### src/hdl/krs_pkg.sv
// ----------------------------------------------------------------------------
// krs_pkg: shared types and constants for the keyed ring store
// Sizes, operation and status codes, and the structs passed between blocks.
// ----------------------------------------------------------------------------
package krs_pkg;

  localparam int DEPTH  = 16;
  localparam int KEY_W  = 16;
  localparam int DATA_W = 32;
  localparam int IDX_W  = $clog2(DEPTH);
  localparam int CNT_W  = $clog2(DEPTH + 1);

  typedef enum logic [1:0] {
    ACT_INSERT = 2'd0,
    ACT_REMOVE = 2'd1,
    ACT_LOOKUP = 2'd2,
    ACT_PEEK   = 2'd3
  } action_t;

  typedef enum logic [1:0] {
    STAT_OK   = 2'd0,
    STAT_MISS = 2'd1,
    STAT_FULL = 2'd2
  } status_t;

  // write to the key and value arrays (same slot)
  typedef struct packed {
    logic              we;
    logic [IDX_W-1:0]  idx;
    logic [KEY_W-1:0]  key;
    logic [DATA_W-1:0] value;
  } slot_wr_t;

  // write to one of the link arrays
  typedef struct packed {
    logic             we;
    logic [IDX_W-1:0] addr;
    logic [IDX_W-1:0] link;
  } link_wr_t;

  // slot allocation update
  typedef struct packed {
    logic             set;
    logic             clr;
    logic [IDX_W-1:0] idx;
  } alloc_cmd_t;

  typedef struct packed {
    status_t           status;
    logic [DATA_W-1:0] data;
    logic [CNT_W-1:0]  occ;
  } result_t;

endpackage

### src/hdl/krs_ram.sv
// ----------------------------------------------------------------------------
// krs_ram: generic single-write, single-read RAM
// One write port and one read port with registered read data.
// ----------------------------------------------------------------------------
module krs_ram #(
  parameter int WIDTH = 8,
  parameter int DEPTH = 16,
  localparam int AW = $clog2(DEPTH)
) (
  input  logic             clk,
  input  logic             we,
  input  logic [AW-1:0]    waddr,
  input  logic [WIDTH-1:0] wdata,
  input  logic             re,
  input  logic [AW-1:0]    raddr,
  output logic [WIDTH-1:0] rdata
);

  logic [WIDTH-1:0] mem_r [DEPTH];
  logic [WIDTH-1:0] rdata_r;

  always_ff @(posedge clk) begin
    if (we) begin
      mem_r[waddr] <= wdata;
    end
    if (re) begin
      rdata_r <= mem_r[raddr];
    end
  end

  assign rdata = rdata_r;

endmodule

### src/hdl/krs_alloc.sv
// ----------------------------------------------------------------------------
// krs_alloc: slot occupancy tracking
// Holds one used bit per slot and offers the lowest-numbered free slot.
// ----------------------------------------------------------------------------
module krs_alloc (
  input  logic                           clk,
  input  logic                           rst_n,
  input  krs_pkg::alloc_cmd_t            cmd,
  output logic [krs_pkg::IDX_W-1:0]      free_idx
);

  logic [krs_pkg::DEPTH-1:0] used_r;
  logic [krs_pkg::DEPTH-1:0] used_nxt;

  always_comb begin
    used_nxt = used_r;
    if (cmd.set) begin
      used_nxt[cmd.idx] = 1'b1;
    end
    if (cmd.clr) begin
      used_nxt[cmd.idx] = 1'b0;
    end
  end

  always_ff @(posedge clk) begin
    if (!rst_n) begin
      used_r <= '0;
    end else begin
      used_r <= used_nxt;
    end
  end

  // priority encode, lowest free slot wins
  always_comb begin
    free_idx = '0;
    for (int i = krs_pkg::DEPTH - 1; i >= 0; i--) begin
      if (!used_r[i]) begin
        free_idx = krs_pkg::IDX_W'(i);
      end
    end
  end

  a_set_free: assert property (@(posedge clk) disable iff (!rst_n)
    cmd.set |-> !used_r[cmd.idx])
    else $error("insert allocated a slot already in use");

  a_clr_used: assert property (@(posedge clk) disable iff (!rst_n)
    cmd.clr |-> used_r[cmd.idx])
    else $error("remove freed a slot that was not in use");

endmodule

### src/hdl/krs_ctrl.sv
// ----------------------------------------------------------------------------
// krs_ctrl: sequencer for the keyed ring store
// Walks the ring one entry per cycle through a shared key comparator,
// issues link and slot writes, and holds the result register.
// ----------------------------------------------------------------------------
module krs_ctrl (
  input  logic                            clk,
  input  logic                            rst_n,
  // request
  input  logic                            in_valid,
  output logic                            in_ready,
  input  krs_pkg::action_t                in_action,
  input  logic [krs_pkg::KEY_W-1:0]       in_key,
  input  logic [krs_pkg::DATA_W-1:0]      in_value,
  // result
  output logic                            out_valid,
  input  logic                            out_ready,
  output krs_pkg::result_t                out_res,
  // shared read port of the slot arrays
  output logic                            rd_en,
  output logic [krs_pkg::IDX_W-1:0]       rd_addr,
  input  logic [krs_pkg::KEY_W-1:0]       rd_key,
  input  logic [krs_pkg::DATA_W-1:0]      rd_value,
  input  logic [krs_pkg::IDX_W-1:0]       rd_next,
  input  logic [krs_pkg::IDX_W-1:0]       rd_prev,
  // writes
  output krs_pkg::slot_wr_t               slot_wr,
  output krs_pkg::link_wr_t               next_wr,
  output krs_pkg::link_wr_t               prev_wr,
  // allocation
  output krs_pkg::alloc_cmd_t             alloc_cmd,
  input  logic [krs_pkg::IDX_W-1:0]       free_idx
);

  typedef enum logic [5:0] {
    S_IDLE  = 6'b000001,
    S_INS1  = 6'b000010,
    S_INS2  = 6'b000100,
    S_WALK  = 6'b001000,
    S_SHORT = 6'b010000,
    S_HOLD  = 6'b100000
  } state_t;

  state_t                      state_r, state_nxt;
  krs_pkg::action_t            act_r, act_nxt;
  logic [krs_pkg::KEY_W-1:0]   key_r, key_nxt;
  logic [krs_pkg::DATA_W-1:0]  val_r, val_nxt;
  logic [krs_pkg::IDX_W-1:0]   cursor_r, cursor_nxt;
  logic [krs_pkg::CNT_W-1:0]   cnt_r, cnt_nxt;
  logic [krs_pkg::IDX_W-1:0]   ptr_r, ptr_nxt;
  logic [krs_pkg::CNT_W-1:0]   n_r, n_nxt;
  logic [krs_pkg::IDX_W-1:0]   before_r, before_nxt;
  krs_pkg::result_t            hold_r, hold_nxt;
  krs_pkg::result_t            out_res_r, out_res_nxt;
  logic                        out_valid_r, out_valid_nxt;

  krs_pkg::result_t            res;
  logic                        done;
  logic                        ins_done;
  logic                        out_free;
  logic                        key_hit;

  assign out_free = !out_valid_r || out_ready;
  assign key_hit  = (rd_key == key_r);

  always_comb begin
    state_nxt     = state_r;
    act_nxt       = act_r;
    key_nxt       = key_r;
    val_nxt       = val_r;
    cursor_nxt    = cursor_r;
    cnt_nxt       = cnt_r;
    ptr_nxt       = ptr_r;
    n_nxt         = n_r;
    before_nxt    = before_r;
    hold_nxt      = hold_r;
    out_res_nxt   = out_res_r;
    out_valid_nxt = out_valid_r && !out_ready;
    in_ready      = 1'b0;
    rd_en         = 1'b0;
    rd_addr       = cursor_r;
    slot_wr       = '0;
    next_wr       = '0;
    prev_wr       = '0;
    alloc_cmd     = '0;
    res           = '0;
    res.status    = krs_pkg::STAT_MISS;
    done          = 1'b0;
    ins_done      = 1'b0;

    unique case (state_r)
      S_IDLE: begin
        in_ready = 1'b1;
        rd_en    = 1'b1;          // prefetch the cursor entry
        if (in_valid) begin
          act_nxt = in_action;
          key_nxt = in_key;
          val_nxt = in_value;
          ptr_nxt = cursor_r;
          n_nxt   = '0;
          priority if (in_action == krs_pkg::ACT_INSERT &&
                       cnt_r < krs_pkg::CNT_W'(krs_pkg::DEPTH)) begin
            state_nxt = S_INS1;
          end else if ((in_action == krs_pkg::ACT_REMOVE ||
                        in_action == krs_pkg::ACT_LOOKUP) && cnt_r != '0) begin
            state_nxt = S_WALK;
          end else begin
            state_nxt = S_SHORT;
          end
        end
      end

      S_INS1: begin
        slot_wr.we    = 1'b1;
        slot_wr.idx   = free_idx;
        slot_wr.key   = key_r;
        slot_wr.value = val_r;
        next_wr.we    = 1'b1;
        next_wr.addr  = free_idx;
        prev_wr.we    = 1'b1;
        prev_wr.addr  = free_idx;
        before_nxt    = rd_prev;
        if (cnt_r == '0) begin
          // first entry links to itself
          next_wr.link = free_idx;
          prev_wr.link = free_idx;
          ins_done     = 1'b1;
        end else begin
          next_wr.link = cursor_r;
          prev_wr.link = rd_prev;
          state_nxt    = S_INS2;
        end
      end

      S_INS2: begin
        next_wr.we   = 1'b1;
        next_wr.addr = before_r;
        next_wr.link = free_idx;
        prev_wr.we   = 1'b1;
        prev_wr.addr = cursor_r;
        prev_wr.link = free_idx;
        ins_done     = 1'b1;
      end

      S_WALK: begin
        if (key_hit) begin
          done       = 1'b1;
          res.status = krs_pkg::STAT_OK;
          res.data   = rd_value;
          if (act_r == krs_pkg::ACT_REMOVE) begin
            alloc_cmd.clr = 1'b1;
            alloc_cmd.idx = ptr_r;
            cnt_nxt       = krs_pkg::CNT_W'(cnt_r - 1'b1);
            if (cnt_r == krs_pkg::CNT_W'(1)) begin
              cursor_nxt = '0;
            end else begin
              next_wr.we   = 1'b1;
              next_wr.addr = rd_prev;
              next_wr.link = rd_next;
              prev_wr.we   = 1'b1;
              prev_wr.addr = rd_next;
              prev_wr.link = rd_prev;
              cursor_nxt   = rd_next;
            end
          end else begin
            cursor_nxt = ptr_r;
          end
        end else if (krs_pkg::CNT_W'(n_r + 1'b1) >= cnt_r) begin
          done = 1'b1;
        end else begin
          rd_en   = 1'b1;
          rd_addr = rd_next;
          ptr_nxt = rd_next;
          n_nxt   = krs_pkg::CNT_W'(n_r + 1'b1);
        end
      end

      S_SHORT: begin
        done = 1'b1;
        priority if (act_r == krs_pkg::ACT_INSERT) begin
          res.status = krs_pkg::STAT_FULL;
        end else if (act_r == krs_pkg::ACT_PEEK && cnt_r != '0) begin
          res.status = krs_pkg::STAT_OK;
          res.data   = rd_value;
        end else begin
          res.status = krs_pkg::STAT_MISS;
        end
      end

      S_HOLD: begin
        if (out_free) begin
          out_res_nxt   = hold_r;
          out_valid_nxt = 1'b1;
          state_nxt     = S_IDLE;
        end
      end

      default: begin
        state_nxt = S_IDLE;
      end
    endcase

    if (ins_done) begin
      done          = 1'b1;
      res.status    = krs_pkg::STAT_OK;
      alloc_cmd.set = 1'b1;
      alloc_cmd.idx = free_idx;
      cursor_nxt    = free_idx;
      cnt_nxt       = krs_pkg::CNT_W'(cnt_r + 1'b1);
    end

    res.occ = cnt_nxt;

    if (done) begin
      if (out_free) begin
        out_res_nxt   = res;
        out_valid_nxt = 1'b1;
        state_nxt     = S_IDLE;
      end else begin
        hold_nxt  = res;
        state_nxt = S_HOLD;
      end
    end
  end

  always_ff @(posedge clk) begin
    if (!rst_n) begin
      state_r     <= S_IDLE;
      cursor_r    <= '0;
      cnt_r       <= '0;
      out_valid_r <= 1'b0;
    end else begin
      state_r     <= state_nxt;
      cursor_r    <= cursor_nxt;
      cnt_r       <= cnt_nxt;
      out_valid_r <= out_valid_nxt;
    end
  end

  always_ff @(posedge clk) begin
    act_r     <= act_nxt;
    key_r     <= key_nxt;
    val_r     <= val_nxt;
    ptr_r     <= ptr_nxt;
    n_r       <= n_nxt;
    before_r  <= before_nxt;
    hold_r    <= hold_nxt;
    out_res_r <= out_res_nxt;
  end

  assign out_valid = out_valid_r;
  assign out_res   = out_res_r;

  a_cnt_max: assert property (@(posedge clk) disable iff (!rst_n)
    cnt_r <= krs_pkg::CNT_W'(krs_pkg::DEPTH))
    else $error("entry count above capacity");

  a_empty_cursor: assert property (@(posedge clk) disable iff (!rst_n)
    cnt_r == '0 |-> cursor_r == '0)
    else $error("cursor not parked at zero on an empty ring");

  a_walk_bound: assert property (@(posedge clk) disable iff (!rst_n)
    state_r == S_WALK |-> n_r < cnt_r)
    else $error("ring walk ran past the entry count");

  a_cnt_on_done: assert property (@(posedge clk) disable iff (!rst_n)
    cnt_r != cnt_nxt |-> done)
    else $error("entry count changed outside a finished transfer");

endmodule

### src/hdl/keyed_ring_store.sv
// ----------------------------------------------------------------------------
// keyed_ring_store: keyed store kept as a circular doubly linked ring
// Top level: stream ports, slot and link memories, allocator, sequencer.
// ----------------------------------------------------------------------------
// One request is in flight at a time: in_tready is high only while the
// sequencer is idle, and one result follows each request. Once taken, a
// peek, a full insert or a request to an empty store ends in one short
// step; an insert takes one write step into an empty ring, two otherwise;
// remove and lookup visit ring entries (1 to DEPTH) as the
// walk follows the next links through the registered read port of the
// slot memories and tests one key per cycle. The result sits in an output
// register, so the next request is taken while it waits for out_tready.
module keyed_ring_store (
  input  logic        clk,
  input  logic        rst_n,
  input  logic        in_tvalid,
  output logic        in_tready,
  input  logic [47:0] in_tdata,   // [15:0] key, [47:16] value
  input  logic [1:0]  in_tuser,   // [1:0] action
  output logic        out_tvalid,
  input  logic        out_tready,
  output logic [39:0] out_tdata,  // [31:0] data, [36:32] occupancy, [39:37] zero
  output logic [1:0]  out_tuser   // [1:0] status
);

  logic                          rd_en;
  logic [krs_pkg::IDX_W-1:0]     rd_addr;
  logic [krs_pkg::KEY_W-1:0]     rd_key;
  logic [krs_pkg::DATA_W-1:0]    rd_value;
  logic [krs_pkg::IDX_W-1:0]     rd_next;
  logic [krs_pkg::IDX_W-1:0]     rd_prev;
  krs_pkg::slot_wr_t             slot_wr;
  krs_pkg::link_wr_t             next_wr;
  krs_pkg::link_wr_t             prev_wr;
  krs_pkg::alloc_cmd_t           alloc_cmd;
  logic [krs_pkg::IDX_W-1:0]     free_idx;
  krs_pkg::result_t              out_res;

  krs_ram #(.WIDTH(krs_pkg::KEY_W), .DEPTH(krs_pkg::DEPTH)) u_key_ram (
    .clk   (clk),
    .we    (slot_wr.we),
    .waddr (slot_wr.idx),
    .wdata (slot_wr.key),
    .re    (rd_en),
    .raddr (rd_addr),
    .rdata (rd_key)
  );

  krs_ram #(.WIDTH(krs_pkg::DATA_W), .DEPTH(krs_pkg::DEPTH)) u_val_ram (
    .clk   (clk),
    .we    (slot_wr.we),
    .waddr (slot_wr.idx),
    .wdata (slot_wr.value),
    .re    (rd_en),
    .raddr (rd_addr),
    .rdata (rd_value)
  );

  krs_ram #(.WIDTH(krs_pkg::IDX_W), .DEPTH(krs_pkg::DEPTH)) u_next_ram (
    .clk   (clk),
    .we    (next_wr.we),
    .waddr (next_wr.addr),
    .wdata (next_wr.link),
    .re    (rd_en),
    .raddr (rd_addr),
    .rdata (rd_next)
  );

  krs_ram #(.WIDTH(krs_pkg::IDX_W), .DEPTH(krs_pkg::DEPTH)) u_prev_ram (
    .clk   (clk),
    .we    (prev_wr.we),
    .waddr (prev_wr.addr),
    .wdata (prev_wr.link),
    .re    (rd_en),
    .raddr (rd_addr),
    .rdata (rd_prev)
  );

  krs_alloc u_alloc (
    .clk      (clk),
    .rst_n    (rst_n),
    .cmd      (alloc_cmd),
    .free_idx (free_idx)
  );

  krs_ctrl u_ctrl (
    .clk       (clk),
    .rst_n     (rst_n),
    .in_valid  (in_tvalid),
    .in_ready  (in_tready),
    .in_action (krs_pkg::action_t'(in_tuser)),
    .in_key    (in_tdata[15:0]),
    .in_value  (in_tdata[47:16]),
    .out_valid (out_tvalid),
    .out_ready (out_tready),
    .out_res   (out_res),
    .rd_en     (rd_en),
    .rd_addr   (rd_addr),
    .rd_key    (rd_key),
    .rd_value  (rd_value),
    .rd_next   (rd_next),
    .rd_prev   (rd_prev),
    .slot_wr   (slot_wr),
    .next_wr   (next_wr),
    .prev_wr   (prev_wr),
    .alloc_cmd (alloc_cmd),
    .free_idx  (free_idx)
  );

  assign out_tdata = {3'b000, out_res.occ, out_res.data};
  assign out_tuser = out_res.status;

endmodule
### config.mk
export PLATFORM = sky130hd
export DESIGN_NAME = keyed_ring_store
export DESIGN_NICKNAME = d
export VERILOG_FILES = /design/src/hdl/krs_pkg.sv /design/src/hdl/krs_ram.sv /design/src/hdl/krs_alloc.sv /design/src/hdl/krs_ctrl.sv /design/src/hdl/keyed_ring_store.sv
export SDC_FILE = /design/constraint.sdc
export NUM_CORES = 1
export LEC_CHECK = 0
export BUFFER_PORTS_ARGS = -buffer_cell sky130_fd_sc_hd__buf_4
export CORE_ASPECT_RATIO = 1.75
export CORE_UTILIZATION = 44
export CTS_CLUSTER_DIAMETER = 150
export DETAILED_ROUTE_END_ITERATION = 10
export SLEW_MARGIN = 15
export SYNTH_ARGS = -nofsm -noshare
export SYNTH_HDL_FRONTEND = slang
export SYNTH_SLANG_ARGS = --single-unit
### constraint.sdc
create_clock -name clk -period 7.8 [get_ports clk]
set_input_delay 1.56 -clock clk [delete_from_list [all_inputs] [get_ports clk]]
set_output_delay 1.56 -clock clk [all_outputs]
set_load 0.01 [all_outputs]
==> results.yml <==
global_route:
  overflow: 0
  grt_max_degree: 109
  grt_pass1_wl_mm: 155
  use_met3_pct: 2.73
  first_global_vias: 23800
  use_met1_pct: 27.1
  grt_usage_pct: 21.3
  met2_usage_pct: 36.8
  antenna_found_initial: 1
  busiest_layer: "met2"
sta:
  finalCritPeriodShare_pct: 63.1
  rsz0062_at_grt: "false"
  skew_ns: 0.0187
  tightest_slew_ns: 1.21
  tns_ns: 0
  timing.fmax_ghz: 0.203
  hold_viol_final: 0
  fin_crit_ns: 4.92
  slew_headroom_pct: 19.1
  finalSetupViolCount: 0
  slew_violations: 0
routing:
  vias: 23300
  post_drt_wl_per_cell_microns: 26.3
  routed_wl_mm: 107
  drcViolationCount: 0
  vias_per_cell: 5.71
  ant_nets: 0
  dr.pass1.iters: 5
  drt-initial-drc-count: 2024
cts:
  cts_tree: "built"
  path_clk_slew_ns: 0.07
  cts_buffers: 98
  cts_resized: 0
  worst_skew_pair.late_latency_ns: 0.70
  clk_path_buf_depth: 3
  cts_max_level: 3
  root_buffer: "clkbuf_16"
  post_cts_buffers: 0
  hold_buffers: 0
  clkSinkCount: 1125
cells_and_area:
  design_area_sq_um: 49300
  area_delta_synth_final_pct: 12.3
  drive_above_1_share_pct: 12.4
  nNetsFinal: 2754
die:
  die-area_sq_um: 101000
  core_area_sq_um: 98300
  ios: 98
  die_h_microns: 420
  start_util_pct: 44.6
  die_w_microns: 241
  fp-row-count: 152
logic_synthesis:
  synthAdderAreaFrac_pct: 0.285
  synth_top_family_by_area: "multiplexers"
  netlist_instances: 2587
  synth_cell_types: 62
  seq_area_frac_synth_pct: 75.4
  synth_xor_area_share_pct: 0.459
  synth_seq_cells: 1125
  synth.avg_cell_area_sq_um: 17.0
  async_flop_share_pct: 0
  ys_warn_count: 0
  syn_area_sq_um: 43900
  synth_edf_count: 1054
  synthMuxAreaShare_pct: 11.2
  synth-compound-area-share_pct: 5.58
  synthSimpleGateAreaFrac_pct: 5.01
  synth_top_flop_cell: "edfxtp_1"
pwr:
  ir_drop_v: 0.000162
  power_density_nw_per_um2: 244
  total_power_mw: 12.0
  p_leak_nw: 18.1
setup_path:
  critPathKind: "flip-flop to flip-flop"
  crit_path_max_fanout: 108
  startpoint_type: "flip-flop"
  end_kind: "flip-flop"
  required_ns: 8.23
  critical_path_arrival_ns: 5.35
min_path:
  hp-class: "flip-flop to flip-flop"
place:
  place.port_buffers: 94
  place_area_sq_um: 46100
  dp_hpwl_mm: 56.6
  place_congestion: 0.820
outcome:
  outcome: "finished, final reports clean"
flow_run:
  max-cap-violations: 0
kinds of logic after synthesis:
kind of cell	count (synthesis)
flip-flops	1125
multiplexers	489
AND/OR/NAND/NOR	401
AO/OA/AOI/OAI	373
buffers and inverters	165
XOR/XNOR	23
adder cells (fa/ha/maj)	10
other	1
per-layer routing:
layer	wire, microns	vias up
met5	0	-
met4	3410	0
met3	5790	175
met2	54800	715
met1	43200	12000
li1	-	10400
worst max-delay path: stages, from the launching register on:
cell and delay (ns):
dfxtp_1 0.34, or4_4 0.55, or3b_1 0.52, nor4_4 0.29, buf_4 0.35, mux2i_4 0.89, buf_12 0.63, mux2i_1 0.27
o22ai_1 0.11, or4_1 0.56
area by class of cell:
| type | instances | area (sq um) |
|---|---|---|
| Clock inverter | 62 | 518 |
| Tap cell | 1309 | 1640 |
| Sequential cell | 1125 | 33100 |
| Fill cell | 8111 | 49100 |
| Clock buffer | 117 | 2610 |
| Timing Repair Buffer | 147 | 1170 |
| Antenna cell | 1 | 2.50 |
| Inverter | 19 | 71.3 |
| Multi-Input combinational cell | 1299 | 10200 |
path summary, 6_finish.rpt:
kind	start	endpoint	slack, ns	depth (start not counted)
worst max-delay path	u_ctrl.state_r[5]	u_val_ram.rdata[9]	2.88	9
worst min-delay path	u_alloc.used_r[2]	u_alloc.used_r[2]	0.53	2
worst max register to register	u_ctrl.state_r[5]	u_val_ram.rdata[9]	2.88	9
worst min register to register	u_alloc.used_r[2]	u_alloc.used_r[2]	0.53	2
cells in the final DEF (no fill, tap or decap), types with 22 or more instances in the layout:
| cell | netlist | routed |
|---|---|---|
| clkinv_1 | 0 | 26 |
| clkbuf_16 | 0 | 102 |
| xnor2_1 | 22 | 22 |
| edfxtp_1 | 1054 | 1054 |
| buf_4 | 14 | 142 |
| and2_1 | 59 | 59 |
| mux2i_1 | 489 | 488 |
| nor2_1 | 122 | 106 |
| o22ai_1 | 224 | 224 |
| nor2b_1 | 38 | 38 |
| a21oi_1 | 49 | 48 |
| dfxtp_1 | 71 | 71 |
| nand2_1 | 46 | 45 |
| or4_1 | 59 | 59 |
state kept, by name, indices dropped and copies added, names as in the netlist, 4 cells and up:
name / count
u_val_ram.mem_r: 512
u_ctrl.val_r: 32
u_ctrl.cursor_r: 4
u_prev_ram.mem_r: 64
u_key_ram.mem_r: 256
u_val_ram.rdata: 32
u_prev_ram.rdata: 4
u_ctrl.key_r: 16
u_ctrl.before_r: 4
u_ctrl.ptr_r: 4
u_ctrl.n_r: 5
u_ctrl.cnt_r: 5
u_ctrl.out_res: 39
u_next_ram.rdata: 4
u_key_ram.rdata: 16
u_ctrl.hold_r: 39
u_alloc.used_r: 16
u_next_ram.mem_r: 64
u_ctrl.state_r: 6
stage by stage:
stage | hold WS [ns] | utilization (%) | setup WS (ns) | cells
after global routing | 0.551 | 50.1 | 2.63 | 4079
after floorplan | 0.423 | - | 2.63 | 2589
final | 0.526 | 50.1 | 2.88 | 4079
after global placement | 0.506 | 46.9 | 2.95 | 3899
after CTS | 0.527 | 50.1 | 2.81 | 4078
after detailed placement | 0.507 | 46.9 | 2.86 | 3899
synthesized netlist by cell type, drive strengths merged, types with 13 or more instances:
cell type,count,area [sq um]
or4,60,454
dfxtp,71,1420
edfxtp,1054,31700
a21oi,49,245
inv,19,71.3
nor2,122,458
mux2i,489,4890
o221a,13,146
o22ai,224,1400
nand2,46,173
buf,84,612
clkbuf,62,233
o21ai,14,70.1
xnor2,22,193
and2,59,369
nor2b,38,238
report_power, final:
group | switching, mW | internal (mW)
Clock | 2.16 | 2.62
Combinational | 0.240 | 0.237
Sequential | 0.0890 | 6.67
Total | 2.49 | 9.53
No activity file was read; power rests on OpenSTA's default activity.
